[config.mk]
export PLATFORM = sky130hd
export DESIGN_NAME = mip_chain_layout_flat
export DESIGN_NICKNAME = d
export VERILOG_FILES = /design/src/hdl/mcl_pkg.sv /design/src/hdl/mcl_ifs.sv /design/src/hdl/mip_chain_layout.sv /design/src/flat_wrapper.sv
export SDC_FILE = /design/constraint.sdc
export NUM_CORES = 2
export LEC_CHECK = 0
export BUFFER_PORTS_ARGS = -buffer_cell sky130_fd_sc_hd__buf_2
export CORE_MARGIN = 3
export CORE_UTILIZATION = 45
export CTS_BUF_LIST = sky130_fd_sc_hd__clkbuf_16
export DETAILED_ROUTE_END_ITERATION = 10
export PLACE_DENSITY = 0.62
export SETUP_SLACK_MARGIN = 0.05
export SYNTH_ARGS = -nofsm -noshare
export SYNTH_HDL_FRONTEND = slang
export SYNTH_SLANG_ARGS = --single-unit
[constraint.sdc]
create_clock -name i_clk -period 14.4 [get_ports i_clk]
set_clock_uncertainty 0.1 [all_clocks]
set_input_delay 1.44 -clock i_clk [delete_from_list [all_inputs] [get_ports i_clk]]
set_output_delay 1.44 -clock i_clk [all_outputs]
set_load 0.03 [all_outputs]
[src/hdl/mcl_pkg.sv]
`timescale 1ns / 1ps
// ----------------------------------------------------------------------------
// mcl_pkg - shared types and constants of the mip chain layout block
// Field widths, register indexes, texture kinds and the pipeline metadata.
// ----------------------------------------------------------------------------
package mcl_pkg;

    // Defaults of the top-level parameters
    localparam int unsigned MAX_DIM_DEF    = 16384;
    localparam int unsigned MAX_LEVELS_DEF = 15;

    // Field widths
    localparam int unsigned DIM_W   = 15;
    localparam int unsigned LVL_W   = 4;
    localparam int unsigned BPP_W   = 8;
    localparam int unsigned KIND_W  = 2;
    localparam int unsigned BYTE_W  = 48;
    localparam int unsigned CIDX_W  = 2;
    localparam int unsigned CDAT_W  = 8;

    // Product widths along the pipeline
    localparam int unsigned P1_W = 2 * DIM_W;          // width * height
    localparam int unsigned P2_W = P1_W + DIM_W;       // times depth or faces
    localparam int unsigned P3_W = P2_W + BPP_W;       // times bits per texel

    // Faces of a cube map
    localparam logic [DIM_W-1:0] CUBE_FACES = DIM_W'(6);

    // Configuration register indexes
    localparam logic [CIDX_W-1:0] CFG_KIND  = 2'd0;
    localparam logic [CIDX_W-1:0] CFG_BPP   = 2'd1;
    localparam logic [CIDX_W-1:0] CFG_COUNT = 2'd2;

    typedef enum logic [KIND_W-1:0] {
        KIND_1D   = 2'd0,
        KIND_2D   = 2'd1,
        KIND_3D   = 2'd2,
        KIND_CUBE = 2'd3
    } t_kind;

    // Level bookkeeping that travels with each record
    typedef struct packed {
        logic [LVL_W-1:0] lvl;
        logic [DIM_W-1:0] w;
        logic [DIM_W-1:0] h;
        logic [DIM_W-1:0] d;
        logic             last;
    } t_meta;

    // Map zero to one and saturate at the configured maximum
    function automatic logic [DIM_W-1:0] clamp_dim(input logic [DIM_W-1:0] d,
                                                   input int unsigned mx);
        logic [DIM_W-1:0] r;
        r = d;
        if (d == '0) begin
            r = DIM_W'(1);
        end else if (int'(d) > int'(mx)) begin
            r = DIM_W'(mx);
        end
        return r;
    endfunction

    // Halve with a floor of one
    function automatic logic [DIM_W-1:0] halve(input logic [DIM_W-1:0] d);
        logic [DIM_W-1:0] r;
        r = d >> 1;
        if (r == '0) begin
            r = DIM_W'(1);
        end
        return r;
    endfunction

endpackage

[src/hdl/mcl_ifs.sv]
`timescale 1ns / 1ps
// ----------------------------------------------------------------------------
// mcl_ifs - channel interfaces of the mip chain layout block
// Base dimension input, level record output and register write channels.
// ----------------------------------------------------------------------------
interface mcl_in_if import mcl_pkg::*; ();
    logic             valid;
    logic             ready;
    logic [DIM_W-1:0] base_width;
    logic [DIM_W-1:0] base_height;
    logic [DIM_W-1:0] base_depth;

    modport source (output valid, base_width, base_height, base_depth, input ready);
    modport sink   (input valid, base_width, base_height, base_depth, output ready);
endinterface

interface mcl_out_if import mcl_pkg::*; ();
    logic              valid;
    logic              ready;
    logic [LVL_W-1:0]  level_index;
    logic [BYTE_W-1:0] byte_offset;
    logic [BYTE_W-1:0] byte_size;
    logic [DIM_W-1:0]  level_width;
    logic [DIM_W-1:0]  level_height;
    logic [DIM_W-1:0]  level_depth;
    logic              chain_last;
    logic [BYTE_W-1:0] chain_total;

    modport source (output valid, level_index, byte_offset, byte_size, level_width,
                    level_height, level_depth, chain_last, chain_total, input ready);
    modport sink   (input valid, level_index, byte_offset, byte_size, level_width,
                    level_height, level_depth, chain_last, chain_total, output ready);
endinterface

interface mcl_cfg_if import mcl_pkg::*; ();
    logic              valid;
    logic              ready;
    logic [CIDX_W-1:0] index;
    logic [CDAT_W-1:0] data;

    modport source (output valid, index, data, input ready);
    modport sink   (input valid, index, data, output ready);
endinterface

[src/hdl/mip_chain_layout.sv]
`timescale 1ns / 1ps
// ----------------------------------------------------------------------------
// mip_chain_layout - mipmap chain offset and size calculator
// Expands one set of base dimensions into one record per mip level.
// ----------------------------------------------------------------------------
// Usage:
//   i_cfg  : register writes (texture kind, bits per texel, level count),
//            always ready; write only while the block is idle.
//   i_in   : one beat carries the base width, height and depth of a texture.
//   o_out  : one beat per mip level, level 0 first; the final beat sets
//            chain_last and carries the chain total.
// Pipeline: the first record of an item passes the sequencer load at the
//   accepting edge, then three multiply stages and the offset accumulator.
// Throughput: one record per cycle while o_out.ready is high, and level_count
//   records per item (1 to 15). The level sequencer issues one level per cycle
//   unless stalled and takes the next input beat as it issues the final level.
// Reset: registers return to 2D, 32 bits per texel, one level; the pipeline
//   and sequencer are emptied.
// Stall: when o_out.ready is low the output register holds its beat, empty
//   stages ahead of it keep filling, and the sequencer pauses once the
//   pipeline is full; nothing is dropped or repeated.
// ----------------------------------------------------------------------------
module mip_chain_layout
    import mcl_pkg::*;
#(
    parameter int unsigned MAX_DIM    = MAX_DIM_DEF,
    parameter int unsigned MAX_LEVELS = MAX_LEVELS_DEF
) (
    input  logic        i_clk,
    input  logic        i_rst_n,
    mcl_cfg_if.sink     i_cfg,
    mcl_in_if.sink      i_in,
    mcl_out_if.source   o_out
);

    // Configuration registers
    t_kind             r_kind;
    logic [BPP_W-1:0]  r_bpp;
    logic [LVL_W-1:0]  r_count;

    // Level sequencer
    logic              r_busy;
    logic [LVL_W-1:0]  r_lvl;
    logic [LVL_W-1:0]  r_lvl_end;
    logic [DIM_W-1:0]  r_w;
    logic [DIM_W-1:0]  r_h;
    logic [DIM_W-1:0]  r_d;
    logic              n_busy;
    logic [LVL_W-1:0]  n_lvl;
    logic [LVL_W-1:0]  n_lvl_end;
    logic [DIM_W-1:0]  n_w;
    logic [DIM_W-1:0]  n_h;
    logic [DIM_W-1:0]  n_d;

    // Pipeline stages
    logic              r_v1, r_v2, r_v3, r_v4;
    t_meta             r_m1, r_m2, r_m3, r_m4;
    logic [P1_W-1:0]   r_p1;
    logic [P2_W-1:0]   r_p2;
    logic [P3_W-1:0]   r_p3;
    logic [BYTE_W-1:0] r_acc;
    logic [BYTE_W-1:0] r_off;
    logic [BYTE_W-1:0] r_size;
    logic [BYTE_W-1:0] r_total;

    logic              ld1, ld2, ld3, ld4;
    logic              issue;
    logic              seq_last;
    logic              in_fire;
    logic [LVL_W-1:0]  cnt_eff;
    logic [DIM_W-1:0]  factor;
    logic [BYTE_W-1:0] size3;
    logic [BYTE_W-1:0] off3;
    logic [BYTE_W-1:0] sum3;

    // Register writes
    assign i_cfg.ready = 1'b1;

    always_ff @(posedge i_clk) begin
        if (!i_rst_n) begin
            r_kind  <= KIND_2D;
            r_bpp   <= BPP_W'(32);
            r_count <= LVL_W'(1);
        end else if (i_cfg.valid) begin
            case (i_cfg.index)
                CFG_KIND:  r_kind  <= t_kind'(i_cfg.data[KIND_W-1:0]);
                CFG_BPP:   r_bpp   <= i_cfg.data[BPP_W-1:0];
                CFG_COUNT: r_count <= i_cfg.data[LVL_W-1:0];
                default:   ;
            endcase
        end
    end

    // Stage load enables: a stage loads when empty or when its beat moves on
    assign ld4 = !r_v4 || o_out.ready;
    assign ld3 = !r_v3 || ld4;
    assign ld2 = !r_v2 || ld3;
    assign ld1 = !r_v1 || ld2;

    assign issue      = r_busy && ld1;
    assign seq_last   = (r_lvl == r_lvl_end);
    assign i_in.ready = !r_busy || (issue && seq_last);
    assign in_fire    = i_in.valid && i_in.ready;

    // Effective level count: zero means one, saturate at the maximum
    always_comb begin
        cnt_eff = r_count;
        if (r_count == '0) begin
            cnt_eff = LVL_W'(1);
        end else if (int'(r_count) > int'(MAX_LEVELS)) begin
            cnt_eff = LVL_W'(MAX_LEVELS);
        end
    end

    // Sequencer next state: load a texture or step to the next level
    always_comb begin
        n_busy    = r_busy;
        n_lvl     = r_lvl;
        n_lvl_end = r_lvl_end;
        n_w       = r_w;
        n_h       = r_h;
        n_d       = r_d;
        if (in_fire) begin
            n_busy    = 1'b1;
            n_lvl     = '0;
            n_lvl_end = cnt_eff - LVL_W'(1);
            n_w       = clamp_dim(i_in.base_width, MAX_DIM);
            n_h       = (r_kind == KIND_1D) ? DIM_W'(1)
                                            : clamp_dim(i_in.base_height, MAX_DIM);
            n_d       = (r_kind == KIND_3D) ? clamp_dim(i_in.base_depth, MAX_DIM)
                                            : DIM_W'(1);
        end else if (issue) begin
            if (seq_last) begin
                n_busy = 1'b0;
            end else begin
                n_lvl = r_lvl + LVL_W'(1);
                n_w   = halve(r_w);
                n_h   = halve(r_h);
                n_d   = halve(r_d);
            end
        end
    end

    always_ff @(posedge i_clk) begin
        if (!i_rst_n) begin
            r_busy <= 1'b0;
        end else begin
            r_busy <= n_busy;
        end
        r_lvl     <= n_lvl;
        r_lvl_end <= n_lvl_end;
        r_w       <= n_w;
        r_h       <= n_h;
        r_d       <= n_d;
    end

    // Face or depth factor of the second multiply
    always_comb begin
        case (r_kind)
            KIND_3D:   factor = r_m1.d;
            KIND_CUBE: factor = CUBE_FACES;
            default:   factor = DIM_W'(1);
        endcase
    end

    // Size and running offset of the record entering the output register
    assign size3 = r_p3[BYTE_W+2:3];
    assign off3  = (r_m3.lvl == '0) ? '0 : r_acc;
    assign sum3  = off3 + size3;

    // Valid bits
    always_ff @(posedge i_clk) begin
        if (!i_rst_n) begin
            r_v1 <= 1'b0;
            r_v2 <= 1'b0;
            r_v3 <= 1'b0;
            r_v4 <= 1'b0;
        end else begin
            if (ld1) r_v1 <= r_busy;
            if (ld2) r_v2 <= r_v1;
            if (ld3) r_v3 <= r_v2;
            if (ld4) r_v4 <= r_v3;
        end
    end

    // Stage payloads: width*height, times factor, times bits per texel, offset
    always_ff @(posedge i_clk) begin
        if (ld1) begin
            r_m1.lvl  <= r_lvl;
            r_m1.w    <= r_w;
            r_m1.h    <= r_h;
            r_m1.d    <= r_d;
            r_m1.last <= seq_last;
            r_p1      <= P1_W'(r_w) * P1_W'(r_h);
        end
        if (ld2) begin
            r_m2 <= r_m1;
            r_p2 <= P2_W'(r_p1) * P2_W'(factor);
        end
        if (ld3) begin
            r_m3 <= r_m2;
            r_p3 <= P3_W'(r_p2) * P3_W'(r_bpp);
        end
        if (ld4 && r_v3) begin
            r_m4    <= r_m3;
            r_off   <= off3;
            r_size  <= size3;
            r_total <= r_m3.last ? sum3 : '0;
            r_acc   <= sum3;
        end
    end

    // Output beat
    assign o_out.valid        = r_v4;
    assign o_out.level_index  = r_m4.lvl;
    assign o_out.byte_offset  = r_off;
    assign o_out.byte_size    = r_size;
    assign o_out.level_width  = r_m4.w;
    assign o_out.level_height = r_m4.h;
    assign o_out.level_depth  = r_m4.d;
    assign o_out.chain_last   = r_m4.last;
    assign o_out.chain_total  = r_total;

`ifndef NO_ASSERTIONS
    a_busy_after_accept: assert property (@(posedge i_clk) disable iff (!i_rst_n)
        in_fire |=> r_busy)
        else $error("sequencer not busy after input beat");

    a_first_offset_zero: assert property (@(posedge i_clk) disable iff (!i_rst_n)
        (r_v4 && r_m4.lvl == '0) |-> (r_off == '0))
        else $error("level zero record with nonzero offset");

    a_total_on_last: assert property (@(posedge i_clk) disable iff (!i_rst_n)
        (r_v4 && r_m4.last) |-> (r_total == r_off + r_size))
        else $error("chain total does not match last offset plus size");

    a_total_zero: assert property (@(posedge i_clk) disable iff (!i_rst_n)
        (r_v4 && !r_m4.last) |-> (r_total == '0))
        else $error("chain total set on a record that is not last");
`endif

endmodule
[src/flat_wrapper.sv]
// flat-port wrapper written by rule: the top's interface ports become plain ports
module mip_chain_layout_flat import mcl_pkg::*;
#(
    parameter int unsigned MAX_DIM    = MAX_DIM_DEF,
    parameter int unsigned MAX_LEVELS = MAX_LEVELS_DEF
)
  (i_clk, i_rst_n, i_cfg_valid, i_cfg_index, i_cfg_data, i_cfg_ready, i_in_valid, i_in_base_width, i_in_base_height, i_in_base_depth, i_in_ready, o_out_valid, o_out_level_index, o_out_byte_offset, o_out_byte_size, o_out_level_width, o_out_level_height, o_out_level_depth, o_out_chain_last, o_out_chain_total, o_out_ready);
  mcl_cfg_if i_cfg_i ();
  mcl_in_if i_in_i ();
  mcl_out_if o_out_i ();
  input  logic i_clk;
  input  logic i_rst_n;
  input wire logic [$bits(i_cfg_i.valid)-1:0] i_cfg_valid;
  input wire logic [$bits(i_cfg_i.index)-1:0] i_cfg_index;
  input wire logic [$bits(i_cfg_i.data)-1:0] i_cfg_data;
  output wire logic [$bits(i_cfg_i.ready)-1:0] i_cfg_ready;
  input wire logic [$bits(i_in_i.valid)-1:0] i_in_valid;
  input wire logic [$bits(i_in_i.base_width)-1:0] i_in_base_width;
  input wire logic [$bits(i_in_i.base_height)-1:0] i_in_base_height;
  input wire logic [$bits(i_in_i.base_depth)-1:0] i_in_base_depth;
  output wire logic [$bits(i_in_i.ready)-1:0] i_in_ready;
  output wire logic [$bits(o_out_i.valid)-1:0] o_out_valid;
  output wire logic [$bits(o_out_i.level_index)-1:0] o_out_level_index;
  output wire logic [$bits(o_out_i.byte_offset)-1:0] o_out_byte_offset;
  output wire logic [$bits(o_out_i.byte_size)-1:0] o_out_byte_size;
  output wire logic [$bits(o_out_i.level_width)-1:0] o_out_level_width;
  output wire logic [$bits(o_out_i.level_height)-1:0] o_out_level_height;
  output wire logic [$bits(o_out_i.level_depth)-1:0] o_out_level_depth;
  output wire logic [$bits(o_out_i.chain_last)-1:0] o_out_chain_last;
  output wire logic [$bits(o_out_i.chain_total)-1:0] o_out_chain_total;
  input wire logic [$bits(o_out_i.ready)-1:0] o_out_ready;
  assign i_cfg_i.valid = i_cfg_valid;
  assign i_cfg_i.index = i_cfg_index;
  assign i_cfg_i.data = i_cfg_data;
  assign i_cfg_ready = i_cfg_i.ready;
  assign i_in_i.valid = i_in_valid;
  assign i_in_i.base_width = i_in_base_width;
  assign i_in_i.base_height = i_in_base_height;
  assign i_in_i.base_depth = i_in_base_depth;
  assign i_in_ready = i_in_i.ready;
  assign o_out_valid = o_out_i.valid;
  assign o_out_level_index = o_out_i.level_index;
  assign o_out_byte_offset = o_out_i.byte_offset;
  assign o_out_byte_size = o_out_i.byte_size;
  assign o_out_level_width = o_out_i.level_width;
  assign o_out_level_height = o_out_i.level_height;
  assign o_out_level_depth = o_out_i.level_depth;
  assign o_out_chain_last = o_out_i.chain_last;
  assign o_out_chain_total = o_out_i.chain_total;
  assign o_out_i.ready = o_out_ready;
  mip_chain_layout #(.MAX_DIM(MAX_DIM), .MAX_LEVELS(MAX_LEVELS)) u_core (.i_clk(i_clk), .i_rst_n(i_rst_n), .i_cfg(i_cfg_i), .i_in(i_in_i), .o_out(o_out_i));
endmodule
==> qor.txt <==
Critical path required time - 14.68 ns
Total CTS buffers - 60
Initial core utilization - 0.454
Largest net degree at the start of global routing - 172
Register area - 0.0174 mm^2
Status - complete, no violations
Synth cell count leaders - inv_1 (800), fa_1 (787), nand2_1 (665), edfxtp_1 (564), and2_1 (392)
HP Start - u_core.r_m2[19]
DR vias - 36293
Reg2Reg Launch Point - u_core.r_kind[1]
Final wirelength - 132000 um
Hold crit path type - flop to flop
Hold Path End - u_core.r_m3[19]
Clock sink total - 587
Combinational power share - 0.547
Rel. slew slack - 0.200
RSZ-0062 raised after global routing - no
Top Family by Delay on Critical Path - adder cells
Root Driver - clkbuf_16
Total grt overflow - 0
Async set-reset flop share out of synthesis - 0
Gate Count Post-Synth - 5071
First-pass GRT wire length - 213000 um
DP Wirelength - 101000 um
Placed inst area - 0.0572 mm^2
Top post-synthesis cells by area - edfxtp_1 (31%), fa_1 (29%), ha_1 (7.3%)
Clock Tree Buf Depth - 3
H-tree lvl count - 2
Nets - 6342
Pint - 5.63 mW
Distinct cell type count after synthesis - 80
CP max stage delay - 0.77 ns
Layout cells sized above 1 - 0.0786
Endpoint class of the critical path - flop
Crit-path slowest cell - buf_4
IO Count - 257
DRT antenna net count - 0
# hold bufs at CTS - 0
Syn_area_per_cell - 10.8 um^2
CTS tree - done
R2R depth - 24
Seq pwr share - 0.302
Seq/Total Area, Yosys - 0.319
Die Wd - 354 um
Cell area after synthesis - 0.0545 mm^2
Fillers - 11001
CP bufs+invs - 5
Final WS setup - 6.23 ns
Synth Warn # - 0
Die height - 354 um
Period utilization - 0.567
Yosys reg bits - 587
Vias in the first global route - 37988
Switch share - 0.443
Pwr dens - 171 mW/mm^2
Clk_lat worst skew - 0.66 ns
# DRC - 0
Total GRT Usage - 0.213
Routed wire per std cell - 19.3 um
Crit-path cells - nor2b_4 -> buf_4 -> buf_4 -> and2_1 -> nand2_1 -> fa_1 -> inv_1 -> fa_1 -> fa_1 -> fa_1 -> fa_1 -> inv_1 -> fa_1 -> inv_1 -> ha_1 -> a21o_1 -> a21o_1 -> a2111oi_2 -> nor3_1 -> a31oi_1 -> o211a_1 -> a21oi_2 -> a311oi_2 -> xnor2_1
Critical Path AT - 8.45 ns
Setup Buffers After CTS - 0
Reg-to-reg slack, setup - 6.23 ns
Most instantiated library cell after synthesis - inv_1
Via density - 5.30
DIE AREA - 0.125 mm^2
Hold path cells - 0
Final Util - 0.492
I/O Buffers - 255
Core box area - 0.120 mm^2
R2R Path End - u_core.r_p2[42]
Router iterations before antenna repair - 6
Top-area cell type share of the netlist area - 0.311
Area of the multi-input gates - 0.0333 mm^2
Crit-path most repeated cell - fa_1
Setup Slack @ Placement - 6.33 ns
CP Max Fanout - 107
Top FF cell, synth - edfxtp_1
Max_cap viols - 0
Post-route cell area - 0.0591 mm^2
Post-CTS sizing - 0
Net Switching - 4.47 mW
Initial antenna violation count - 1
Leakage dissipation - 26.5 nW
Fin Setup TNS - 0 ns
Fmax achieved - 0.122 GHz
Final setup viols - 0
Final min period - 8.17 ns
Clock slew at reported path FFs - 0.06 ns
Max-slew violations - 0
Final GP Congestion - 0.901
Actual slew at the worst max-slew pin - 1.20 ns
Final hold violation count - 0
Number of synthesized flops with an enable pin - 564
Critical path type - flop to flop
Cell taking the most area after synthesis - edfxtp_1
Syn_nets - 6234
Startpoint types - flop
Clk pwr share - 0.152
Rows - 127
Peak supply drop - 0.000252 V
DR iter-0 viols - 2408
P&R area growth vs syn - 8.44%
[placed cells by master (no fill, tap or decap), types with 52 or more instances in the layout]
| cell type | n |
|---|---|
| nand2_1 | 664 |
| xnor2_1 | 122 |
| fa_1 | 787 |
| inv_1 | 806 |
| ha_1 | 316 |
| a21o_1 | 84 |
| nor2_1 | 107 |
| clkbuf_16 | 61 |
| xor2_1 | 52 |
| nor2b_1 | 82 |
| a21oi_1 | 173 |
| and3_1 | 193 |
| and2_1 | 392 |
| o21ai_0 | 72 |
| edfxtp_1 | 564 |
| buf_2 | 255 |
[cells by family (layout without fill, tap and decap cells)]
logic type | count (synthesis) | after routing | synth area share
adders and majority gates | 1103 | 1103 | 0.361
other | 1 | 3 | 0.0000688
buffers and inverters | 1036 | 1194 | 0.0715
and+or+nand+nor | 1599 | 1599 | 0.148
muxes | 19 | 19 | 0.00349
DFF | 587 | 587 | 0.319
xor gates and xnor gates | 174 | 174 | 0.0280
AOI/OAI and AO/OA | 552 | 552 | 0.0684
[stage by stage]
stage	hold slack [ns]	std cells	power, mW
2_1_floorplan	0.300	5071	7.06
3_3_place_gp	0.301	6729	8.54
3_5_place_dp	0.305	6729	8.62
4_1_cts	0.315	6841	10.2
5_1_grt	0.315	6841	11.0
6_report	0.316	6843	10.1
[power groups by stage]
stage	Sequential, mW	Combinational (mW)	Clock [mW]
after floorplan	2.64	4.41	0
after global placement	3.06	5.48	0
after detailed placement	3.07	5.55	0
after CTS	3.03	5.59	1.57
after global routing	3.07	6.32	1.64
final	3.05	5.52	1.53
[worst max path at each step]
stage | slack (ns) | cells after the start | startpoint | endpoint
floorplan | 1.26 | 2 | o_out_ready | u_core.o_out.byte_offset[0]
global placement | 6.50 | 24 | u_core.r_kind[1] | u_core.r_p2[42]
detailed placement | 6.33 | 24 | u_core.r_kind[1] | u_core.r_p2[42]
CTS | 6.30 | 24 | u_core.r_kind[1] | u_core.r_p2[42]
global route | 5.76 | 24 | u_core.r_kind[1] | u_core.r_p2[42]
finish | 6.23 | 24 | u_core.r_kind[1] | u_core.r_p2[42]
[layer usage]
layer | track usage | vias up | wire length [um]
met4 | 0.0478 | 0 | 2760
met2 | 0.358 | 1110 | 63800
met5 | 0 | - | 0
met3 | 0.0336 | 187 | 8240
met1 | 0.293 | 18417 | 57000
li1 | - | 16579 | -
[layout make-up]
cell class | instances | share of cell area
clock buffer | 61 | 0.0258
sequential | 587 | 0.294
antenna | 2 | 0.0000846
clock inverter | 51 | 0.00698
inverter | 800 | 0.0509
timing repair buffer | 282 | 0.0252
multi-input combinational | 3448 | 0.563
tap | 1612 | 0.0341
[state kept, by name (all words and copies together), names as in the netlist, 45 cells and up]
name / count
u_core.o_out.byte_offset: 48
u_core.o_out.byte_size: 48
u_core.o_out.chain_total: 48
u_core.r_acc: 48
u_core.r_m1: 50
u_core.r_m2: 50
u_core.r_m3: 50
u_core.r_p2: 45
u_core.r_p3: 48
[worst reg2reg max path: stages, from the launching register on]
cell       delay, ns
dfxtp_1         0.42
nor2b_4         0.17
buf_4           0.49
buf_4           0.80
and2_1          0.40
nand2_1         0.12
fa_1            0.57
inv_1           0.05
fa_1            0.46
fa_1            0.50
fa_1            0.51
fa_1            0.50
inv_1           0.05
fa_1            0.48
inv_1           0.04
ha_1            0.38
a21o_1          0.25
a21o_1          0.20
a2111oi_2       0.35
nor3_1          0.12
a31oi_1         0.18
o211a_1         0.29
a21oi_2         0.11
a311oi_2        0.31
xnor2_1         0.09
(Power assumes the default switching activity.)
